### src/rtl/mwe_pkg.sv
// ============================================================================
// mwe_pkg: shared types and constants for the Microwire EEPROM read master
// Holds default parameter values, register reset values, register indexes
// and the configuration bundle handed from the top level to the engine.
// ============================================================================
package mwe_pkg;

  // Default sizes of the serial frame.
  localparam int DATA_BITS_DEF        = 16;
  localparam int OPCODE_BITS_DEF      = 3;
  localparam int MAX_ADDRESS_BITS_DEF = 8;

  // Fixed field widths.
  localparam int WORD_BITS    = 16;
  localparam int ADDR_IN_BITS = 8;
  localparam int CFG_DATA_W   = 16;
  localparam int CFG_INDEX_W  = 2;

  // Read opcode, right aligned; the low OPCODE_BITS bits are sent.
  localparam logic [3:0] READ_OPCODE = 4'h6;

  // Address length of the small part.
  localparam int SMALL_ADDRESS_BITS = 6;

  // Register reset values.
  localparam logic [15:0] HALF_PERIOD_RESET = 16'd50;
  localparam logic [7:0]  POLL_TICKS_RESET  = 8'd5;
  localparam logic [15:0] POLL_LIMIT_RESET  = 16'd1000;

  // Register indexes on the configuration port.
  typedef enum logic [CFG_INDEX_W-1:0] {
    REG_HALF_PERIOD = 2'd0,
    REG_POLL_TICKS  = 2'd1,
    REG_POLL_LIMIT  = 2'd2,
    REG_LARGE_PART  = 2'd3
  } cfg_index_t;

  // Configuration registers as seen by the engine.
  typedef struct packed {
    logic [15:0] half_period_ticks;
    logic [7:0]  grant_poll_ticks;
    logic [15:0] grant_poll_limit;
    logic        large_part;
  } cfg_t;

endpackage

### src/rtl/microwire_eeprom_read_master.sv
// ============================================================================
// microwire_eeprom_read_master: Microwire EEPROM word-read master
// Steps a Microwire read sequence once per accepted timer tick and returns
// the pin levels and completion status that the tick produces.
// ============================================================================
//
//   Channel   Direction  Handshake               Contents
//   --------  ---------  ----------------------  ------------------------------
//   input     in         in_valid / in_ready     one timer tick with start,
//                                                address, grant and data pin
//   output    out        out_valid / out_ready   pin levels, busy, done, error
//                                                and the word read
//   config    in         cfg_write               register index and data
//
// Each tick transaction is handled on the edge that accepts it: the engine
// updates its state and the result register there, so one tick per cycle
// is sustained while the output side keeps up.
// A result waits in the output register; a new tick is accepted in the same
// cycle that the waiting result is taken, and only a stalled, full output
// register holds off the input.
// Reset is synchronous and returns the sequencer to idle with all pins low
// and the registers at their reset values.
//
module microwire_eeprom_read_master #(
  parameter int DATA_BITS        = mwe_pkg::DATA_BITS_DEF,
  parameter int OPCODE_BITS      = mwe_pkg::OPCODE_BITS_DEF,
  parameter int MAX_ADDRESS_BITS = mwe_pkg::MAX_ADDRESS_BITS_DEF
) (
  input  logic                                clk,
  input  logic                                rst,
  // Configuration write port.
  input  logic                                cfg_write,
  input  logic [mwe_pkg::CFG_INDEX_W-1:0]     cfg_index,
  input  logic [mwe_pkg::CFG_DATA_W-1:0]      cfg_data,
  // Tick input channel.
  input  logic                                in_valid,
  output logic                                in_ready,
  input  logic                                start_req,
  input  logic [mwe_pkg::ADDR_IN_BITS-1:0]    word_address,
  input  logic                                grant_in,
  input  logic                                serial_in,
  // Result output channel.
  output logic                                out_valid,
  input  logic                                out_ready,
  output logic                                clock_out,
  output logic                                select_out,
  output logic                                serial_out,
  output logic                                request_out,
  output logic                                busy_res,
  output logic                                done_res,
  output logic                                grant_error,
  output logic [mwe_pkg::WORD_BITS-1:0]       read_word
);

  mwe_pkg::cfg_t cfg;
  logic          in_accept;

  // The output register is free when empty or when its result leaves now.
  assign in_ready  = !out_valid || out_ready;
  assign in_accept = in_valid && in_ready;

  // Configuration registers. Writes must arrive only while no transaction
  // is in flight; the block does not enforce it. Mid-read changes apply at
  // the next timer load; the address length is already fixed in the frame.
  always_ff @(posedge clk) begin
    if (rst) begin
      cfg.half_period_ticks <= mwe_pkg::HALF_PERIOD_RESET;
      cfg.grant_poll_ticks  <= mwe_pkg::POLL_TICKS_RESET;
      cfg.grant_poll_limit  <= mwe_pkg::POLL_LIMIT_RESET;
      cfg.large_part        <= 1'b0;
    end else if (cfg_write) begin
      case (cfg_index)
        mwe_pkg::REG_HALF_PERIOD: cfg.half_period_ticks <= cfg_data;
        mwe_pkg::REG_POLL_TICKS:  cfg.grant_poll_ticks  <= cfg_data[7:0];
        mwe_pkg::REG_POLL_LIMIT:  cfg.grant_poll_limit  <= cfg_data;
        mwe_pkg::REG_LARGE_PART:  cfg.large_part        <= cfg_data[0];
        default: begin
        end
      endcase
    end
  end

  // Output valid flag: set by every accepted tick, cleared when taken.
  always_ff @(posedge clk) begin
    if (rst) begin
      out_valid <= 1'b0;
    end else if (in_accept) begin
      out_valid <= 1'b1;
    end else if (out_ready) begin
      out_valid <= 1'b0;
    end
  end

  // The engine's pin and status registers double as the result register;
  // they change only on an accepted tick and so hold while the output stalls.
  mwe_engine #(
    .DATA_BITS        (DATA_BITS),
    .OPCODE_BITS      (OPCODE_BITS),
    .MAX_ADDRESS_BITS (MAX_ADDRESS_BITS)
  ) u_engine (
    .clk          (clk),
    .rst          (rst),
    .advance      (in_accept),
    .cfg          (cfg),
    .start_req    (start_req),
    .word_address (word_address),
    .grant_in     (grant_in),
    .serial_in    (serial_in),
    .clock_out    (clock_out),
    .select_out   (select_out),
    .serial_out   (serial_out),
    .request_out  (request_out),
    .busy_res     (busy_res),
    .done_res     (done_res),
    .grant_error  (grant_error),
    .read_word    (read_word)
  );

endmodule

### src/rtl/mwe_engine.sv
// ============================================================================
// mwe_engine: per-tick sequencer of the Microwire read master
// Advances the pin-level state machine by one timer tick whenever advance
// is high and registers the pin levels and the completion status.
// ============================================================================
module mwe_engine #(
  parameter int DATA_BITS        = mwe_pkg::DATA_BITS_DEF,
  parameter int OPCODE_BITS      = mwe_pkg::OPCODE_BITS_DEF,
  parameter int MAX_ADDRESS_BITS = mwe_pkg::MAX_ADDRESS_BITS_DEF
) (
  input  logic                                 clk,
  input  logic                                 rst,
  input  logic                                 advance,
  input  mwe_pkg::cfg_t                        cfg,
  input  logic                                 start_req,
  input  logic [mwe_pkg::ADDR_IN_BITS-1:0]     word_address,
  input  logic                                 grant_in,
  input  logic                                 serial_in,
  output logic                                 clock_out,
  output logic                                 select_out,
  output logic                                 serial_out,
  output logic                                 request_out,
  output logic                                 busy_res,
  output logic                                 done_res,
  output logic                                 grant_error,
  output logic [mwe_pkg::WORD_BITS-1:0]        read_word
);

  localparam int CMD_BITS   = OPCODE_BITS + MAX_ADDRESS_BITS;
  localparam int CMD_IDX_W  = $clog2(CMD_BITS);
  localparam int BC_MAX     = (CMD_BITS > DATA_BITS) ? CMD_BITS : DATA_BITS;
  localparam int BC_W       = $clog2(BC_MAX + 1);
  localparam int ADDR_EXT_W = (MAX_ADDRESS_BITS > mwe_pkg::ADDR_IN_BITS) ?
                              MAX_ADDRESS_BITS : mwe_pkg::ADDR_IN_BITS;

  typedef enum logic [3:0] {
    PH_IDLE, PH_GRANT, PH_OUT_SETUP, PH_OUT_HIGH, PH_OUT_LOW,
    PH_IN_HIGH, PH_IN_LOW, PH_REL_HIGH, PH_REL_LOW
  } phase_t;

  phase_t                       phase, phase_next;
  logic [15:0]                  tick_timer, tick_timer_next;
  logic [15:0]                  poll_count, poll_count_next;
  logic [BC_W-1:0]              bit_count, bit_count_next;
  logic [CMD_BITS-1:0]          command_shift, command_shift_next;
  logic [mwe_pkg::WORD_BITS-1:0] read_shift, read_shift_next;
  logic                         clk_pin, clk_pin_next;
  logic                         cs_pin, cs_pin_next;
  logic                         di_pin, di_pin_next;
  logic                         req_pin, req_pin_next;
  logic                         done_next, error_next;
  logic [mwe_pkg::WORD_BITS-1:0] word_next;

  logic [15:0]                  half_load, poll_load;
  logic [BC_W-1:0]              bc_dec;
  logic                         next_cmd_bit;
  logic [ADDR_EXT_W-1:0]        addr_ext;
  logic [OPCODE_BITS-1:0]       opcode;

  // A zero interval behaves as one tick.
  assign half_load = (cfg.half_period_ticks == 16'd0) ? 16'd0 :
                     cfg.half_period_ticks - 16'd1;
  assign poll_load = (cfg.grant_poll_ticks == 8'd0) ? 16'd0 :
                     {8'd0, cfg.grant_poll_ticks - 8'd1};

  assign bc_dec       = bit_count - BC_W'(1);
  assign next_cmd_bit = command_shift[bc_dec[CMD_IDX_W-1:0]];
  assign addr_ext     = ADDR_EXT_W'(word_address);
  assign opcode       = mwe_pkg::READ_OPCODE[OPCODE_BITS-1:0];

  always_comb begin
    phase_next         = phase;
    tick_timer_next    = tick_timer;
    poll_count_next    = poll_count;
    bit_count_next     = bit_count;
    command_shift_next = command_shift;
    read_shift_next    = read_shift;
    clk_pin_next       = clk_pin;
    cs_pin_next        = cs_pin;
    di_pin_next        = di_pin;
    req_pin_next       = req_pin;
    done_next          = 1'b0;
    error_next         = 1'b0;
    word_next          = '0;

    if (phase == PH_IDLE) begin
      if (start_req) begin
        if (cfg.large_part) begin
          command_shift_next = {opcode, addr_ext[MAX_ADDRESS_BITS-1:0]};
          bit_count_next     = BC_W'(CMD_BITS);
        end else begin
          command_shift_next = CMD_BITS'({opcode,
                                          word_address[mwe_pkg::SMALL_ADDRESS_BITS-1:0]});
          bit_count_next     = BC_W'(OPCODE_BITS + mwe_pkg::SMALL_ADDRESS_BITS);
        end
        poll_count_next = '0;
        tick_timer_next = '0;
        read_shift_next = '0;
        clk_pin_next    = 1'b0;
        cs_pin_next     = 1'b0;
        di_pin_next     = 1'b0;
        req_pin_next    = 1'b1;
        phase_next      = PH_GRANT;
      end
    end else if (tick_timer != 16'd0) begin
      tick_timer_next = tick_timer - 16'd1;
    end else begin
      case (phase)
        PH_GRANT: begin
          if (grant_in) begin
            cs_pin_next     = 1'b1;
            clk_pin_next    = 1'b0;
            di_pin_next     = next_cmd_bit;
            bit_count_next  = bc_dec;
            phase_next      = PH_OUT_SETUP;
            tick_timer_next = half_load;
          end else if (poll_count >= cfg.grant_poll_limit) begin
            clk_pin_next = 1'b0;
            cs_pin_next  = 1'b0;
            di_pin_next  = 1'b0;
            req_pin_next = 1'b0;
            phase_next   = PH_IDLE;
            done_next    = 1'b1;
            error_next   = 1'b1;
          end else begin
            poll_count_next = poll_count + 16'd1;
            tick_timer_next = poll_load;
          end
        end
        PH_OUT_SETUP: begin
          clk_pin_next    = 1'b1;
          phase_next      = PH_OUT_HIGH;
          tick_timer_next = half_load;
        end
        PH_OUT_HIGH: begin
          clk_pin_next    = 1'b0;
          phase_next      = PH_OUT_LOW;
          tick_timer_next = half_load;
        end
        PH_OUT_LOW: begin
          if (bit_count != '0) begin
            di_pin_next    = next_cmd_bit;
            bit_count_next = bc_dec;
            phase_next     = PH_OUT_SETUP;
          end else begin
            di_pin_next    = 1'b0;
            clk_pin_next   = 1'b1;
            bit_count_next = BC_W'(DATA_BITS);
            phase_next     = PH_IN_HIGH;
          end
          tick_timer_next = half_load;
        end
        PH_IN_HIGH: begin
          read_shift_next = {read_shift[mwe_pkg::WORD_BITS-2:0], serial_in};
          bit_count_next  = bc_dec;
          clk_pin_next    = 1'b0;
          phase_next      = PH_IN_LOW;
          tick_timer_next = half_load;
        end
        PH_IN_LOW: begin
          if (bit_count != '0) begin
            clk_pin_next = 1'b1;
            phase_next   = PH_IN_HIGH;
          end else begin
            clk_pin_next = 1'b1;
            cs_pin_next  = 1'b0;
            di_pin_next  = 1'b0;
            req_pin_next = 1'b1;
            phase_next   = PH_REL_HIGH;
          end
          tick_timer_next = half_load;
        end
        PH_REL_HIGH: begin
          clk_pin_next    = 1'b0;
          phase_next      = PH_REL_LOW;
          tick_timer_next = half_load;
        end
        default: begin
          clk_pin_next = 1'b0;
          cs_pin_next  = 1'b0;
          di_pin_next  = 1'b0;
          req_pin_next = 1'b0;
          phase_next   = PH_IDLE;
          done_next    = 1'b1;
          word_next    = read_shift;
        end
      endcase
    end
  end

  always_ff @(posedge clk) begin
    if (rst) begin
      phase         <= PH_IDLE;
      tick_timer    <= '0;
      poll_count    <= '0;
      bit_count     <= '0;
      command_shift <= '0;
      read_shift    <= '0;
      clk_pin       <= 1'b0;
      cs_pin        <= 1'b0;
      di_pin        <= 1'b0;
      req_pin       <= 1'b0;
      done_res      <= 1'b0;
      grant_error   <= 1'b0;
      read_word     <= '0;
    end else if (advance) begin
      phase         <= phase_next;
      tick_timer    <= tick_timer_next;
      poll_count    <= poll_count_next;
      bit_count     <= bit_count_next;
      command_shift <= command_shift_next;
      read_shift    <= read_shift_next;
      clk_pin       <= clk_pin_next;
      cs_pin        <= cs_pin_next;
      di_pin        <= di_pin_next;
      req_pin       <= req_pin_next;
      done_res      <= done_next;
      grant_error   <= error_next;
      read_word     <= word_next;
    end
  end

  assign clock_out   = clk_pin;
  assign select_out  = cs_pin;
  assign serial_out  = di_pin;
  assign request_out = req_pin;
  assign busy_res    = (phase != PH_IDLE);

endmodule

### config.mk
export PLATFORM = sky130hd
export DESIGN_NAME = microwire_eeprom_read_master
export DESIGN_NICKNAME = d
export VERILOG_FILES = /design/src/rtl/mwe_pkg.sv /design/src/rtl/microwire_eeprom_read_master.sv /design/src/rtl/mwe_engine.sv
export SDC_FILE = /design/constraint.sdc
export NUM_CORES = 1
export LEC_CHECK = 0
export BUFFER_PORTS_ARGS = -buffer_cell sky130_fd_sc_hd__buf_2
export CAP_MARGIN = 30
export CORE_UTILIZATION = 53
export DETAILED_ROUTE_END_ITERATION = 10
export MAX_ROUTING_LAYER = met4
export PLACE_DENSITY = 0.8
export SETUP_SLACK_MARGIN = 0.15
export SKIP_LAST_GASP = 1
export SLEW_MARGIN = 15
export SYNTH_ARGS = -nofsm -noshare
export SYNTH_HDL_FRONTEND = slang
export SYNTH_SLANG_ARGS = --single-unit
### constraint.sdc
create_clock -name clk -period 3 [get_ports clk]
set_input_delay 0.45 -clock clk [delete_from_list [all_inputs] [get_ports clk]]
set_output_delay 0.45 -clock clk [all_outputs]
set_load 0.05 [all_outputs]
==> qor.yml <==
floorplanning:
  dieArea_sq_um: 13100
  core_area_sq_um: 12200
  start_util_pct: 55.0
  die_width_um: 114
  rows: 40
  die_y_um: 114
  io_pins: 59
clock_network:
  h-tree-depth: 4
  cts_setup_buffers: 0
  cts_tree: "yes"
  clk_pin_slew_ps: 60
  cts_hold_buf: 0
  cts-root-buf: "clkbuf_16"
  clock_path_buffers: 2
  cts_made_buffers: 17
  post_cts_resized: 0
  clock_latency_ps: 430
  clkSinkCount: 131
job:
  max-cap-violations: 0
synthesis:
  yosys.area.top_type: "dfxtp_1"
  syn_area_per_cell_sq_um: 7.85
  syn-cell-area_sq_um: 6690
  syn_nets: 911
  synthDistinctLibCells: 65
  dominantRegCellSynth: "dfxtp_1"
  yosysSeqAreaShare_pct: 39.2
  synth_top_area_share_pct: 39.2
  synthTopCellsByArea: "dfxtp_1, nand2_1, a21oi_1"
  ys_seq_elements: 131
  synthCells: 853
  async_flop_share_pct: 0
  yosysWarnings: 0
  synth_edf_count: 0
sta:
  fin_crit_sh_pct: 91.1
  finalHoldViolCount: 0
  drv_slew: 0
  worst_pin_slew_ps: 803
  setup_viol_count_final: 0
  rsz0062_at_grt: "true"
  fmax_mhz: 366
  finalSetupTns_ps: 0
  post-route-min-period_ps: 2730
  relSlewSlack_pct: 46.5
  skew_ps: 8.98
route:
  totalWireLength_um: 17000
  via_count: 6382
  top_layer_used: "met4"
  postRouteAntennaNets: 0
  drtIter0Drc: 475
  met1_length_um: 7510
  wl_met2_um: 7780
  drc: 2
  wl_met3_um: 1130
  first_pass_iters: 8
  viasPerCell: 5.89
  wl_per_cell_um: 15.7
power_and_ir_drop:
  vdd.ir_drop.worst_uv: 395
  power_density_nw_per_um2: 633
  cellLeakagePower_nw: 3.10
setup_path:
  r2r-start: "u_engine.poll_count[0]"
  crit_type: "flop to flop"
  arrival_ps: 3040
  path_max_fanout: 7
  ff2ff_setup_slack_ps: 270
  startpoint_type: "flop"
  end_kind: "flop"
  reg2regPathDepth: 10
  r2r-end: "u_engine.tick_timer[4]"
  crit_required_ps: 3300
global_route:
  grt_overflow: 0
  grt_start_max_net_pins: 79
  antenna_found_initial: 0
  grt_pass1_wl_um: 28700
  grt_pass1_vias: 5875
  grtUsageTotal_pct: 28.7
placed_design:
  place_area_sq_um: 7150
  port-buffer-count: 58
  dp.final_hpwl_um: 11800
  dpl.cell_count: 1051
  routabilityCongestion: 0.955
layout:
  design_area_sq_um: 7860
  diodes: 0
  fin_nets: 960
  drive_above_1_share_pct: 14.9
  fin_util_pct: 64.6
  syn_to_final_growth_pct: 17.4
  instances_no_fill: 1083
  fillCellCount: 995
run_status:
  violations: "design-rule violations"
  status: "finished, violations left"
worst_hold_path:
  hp-class: "input pin to flop"
  min_from: "word_address[3]"
  holdPathEnd: "u_engine.command_shift[3]"
  min_path_cells: 3
[cells by family after synthesis]
group	after synthesis	synth area share, %
adder cells (fa/ha/maj)	24	4.49
XOR/XNOR	35	4.58
buffers and inverters	75	4.30
AND/OR/NAND/NOR	379	26.7
flip-flops	131	39.2
AO/OA/AOI/OAI	193	18.0
multiplexers	16	2.78
[cell usage in the layout (no fill, tap or decap), types with 4 or more instances in the layout]
| master | netlist | final |
|---|---|---|
| ha_1 | 24 | 24 |
| nor3_1 | 14 | 14 |
| xor2_1 | 13 | 13 |
| and3_1 | 7 | 7 |
| nand2b_1 | 11 | 11 |
| or4_1 | 6 | 6 |
| a22oi_1 | 19 | 19 |
| a21oi_1 | 87 | 87 |
| nand3b_1 | 5 | 5 |
| or3_1 | 6 | 6 |
| clkinv_4 | 0 | 5 |
| a211oi_1 | 6 | 6 |
| clkbuf_16 | 0 | 17 |
| o31ai_1 | 6 | 5 |
| bufinv_16 | 0 | 5 |
| o211ai_1 | 12 | 12 |
| nor2_1 | 91 | 91 |
| nand4_1 | 13 | 13 |
| xnor2_1 | 22 | 22 |
| or2_2 | 6 | 6 |
| o22ai_1 | 5 | 5 |
| mux2i_1 | 13 | 13 |
| nor3b_1 | 4 | 4 |
| buf_2 | 4 | 57 |
| o21ai_0 | 26 | 26 |
| and2_1 | 5 | 4 |
| nand3_1 | 35 | 35 |
| o32ai_1 | 6 | 5 |
| nand2_1 | 147 | 145 |
| dfxtp_1 | 131 | 130 |
| nor4_1 | 16 | 13 |
| inv_1 | 28 | 28 |
| buf_4 | 0 | 19 |
[critical path, stage by stage, from the launching register on]
cell and delay [ps]:
dfxtp_2 360, inv_1 70, ha_1 270, nand2b_4 130
a2111o_1 460, a311o_1 370, o211ai_1 300, nand2_2 160
buf_4 200, o211ai_1 210, o31ai_2 90
[through the flow]
step	setup slack [ps]	power (mW)	hold WS, ps
floorplan	401	2.45	429
global placement	371	2.67	441
detailed placement	257	2.67	443
CTS	235	4.95	253
global route	85.1	5.16	250
finish	267	4.97	263
[worst max-delay path by stage]
stage,startpoint,endpoint,slack [ps]
2_1_floorplan,u_engine.poll_count[0],u_engine.poll_count[10],400
3_3_place_gp,u_engine.poll_count[0],u_engine.tick_timer[6],370
3_5_place_dp,u_engine.poll_count[0],u_engine.poll_count[15],260
4_1_cts,u_engine.poll_count[0],u_engine.tick_timer[7],230
5_1_grt,u_engine.poll_count[0],u_engine.tick_timer[7],90
6_report,u_engine.poll_count[0],u_engine.tick_timer[4],270
[power by group]
group | internal (mW) | switching (mW) | total [mW]
clock | 1.48 | 0.813 | 2.30
sequential | 1.79 | 0.0491 | 1.84
combinational | 0.290 | 0.543 | 0.833
total | 3.57 | 1.41 | 4.97
[synthesized netlist by cell type, types with 16 or more instances]
| cell | count |
|---|---|
| xnor2_1 | 22 |
| dfxtp_1 | 131 |
| o21ai_0 | 26 |
| a21oi_1 | 87 |
| ha_1 | 24 |
| nand3_1 | 35 |
| inv_1 | 28 |
| a22oi_1 | 19 |
| nor4_1 | 16 |
| clkbuf_1 | 40 |
| nand2_1 | 147 |
| nor2_1 | 91 |
[final cells by class]
class / count / area [sq um] / share of cell area, %
tap: 168 / 210 / 2.67
multi-input combinational: 647 / 3830 / 48.8
clock buffer: 18 / 429 / 5.46
clock inverter: 14 / 226 / 2.88
sequential: 131 / 2620 / 33.4
timing repair buffer: 76 / 428 / 5.44
inverter: 29 / 109 / 1.38
[registers in the layout, indices dropped and copies added (netlist names)]
name and cells:
u_engine.read_word 16, u_engine.read_shift 16, u_engine.grant_error 1, u_engine.clock_out 1, u_engine.tick_timer 16, u_engine.poll_count 16, out_valid 1, u_engine.phase 4
cfg 41, u_engine.command_shift 10, u_engine.done_res 1, u_engine.serial_out 1, u_engine.bit_count 5, u_engine.select_out 1, u_engine.request_out 1
[routing by layer]
layer,up-vias,global-route usage [%]
met5,-,-
met4,0,11.8
met3,46,6.56
met2,229,43.3
met1,2998,37.2
li1,3109,-
Power figures use the tool's default switching activity.
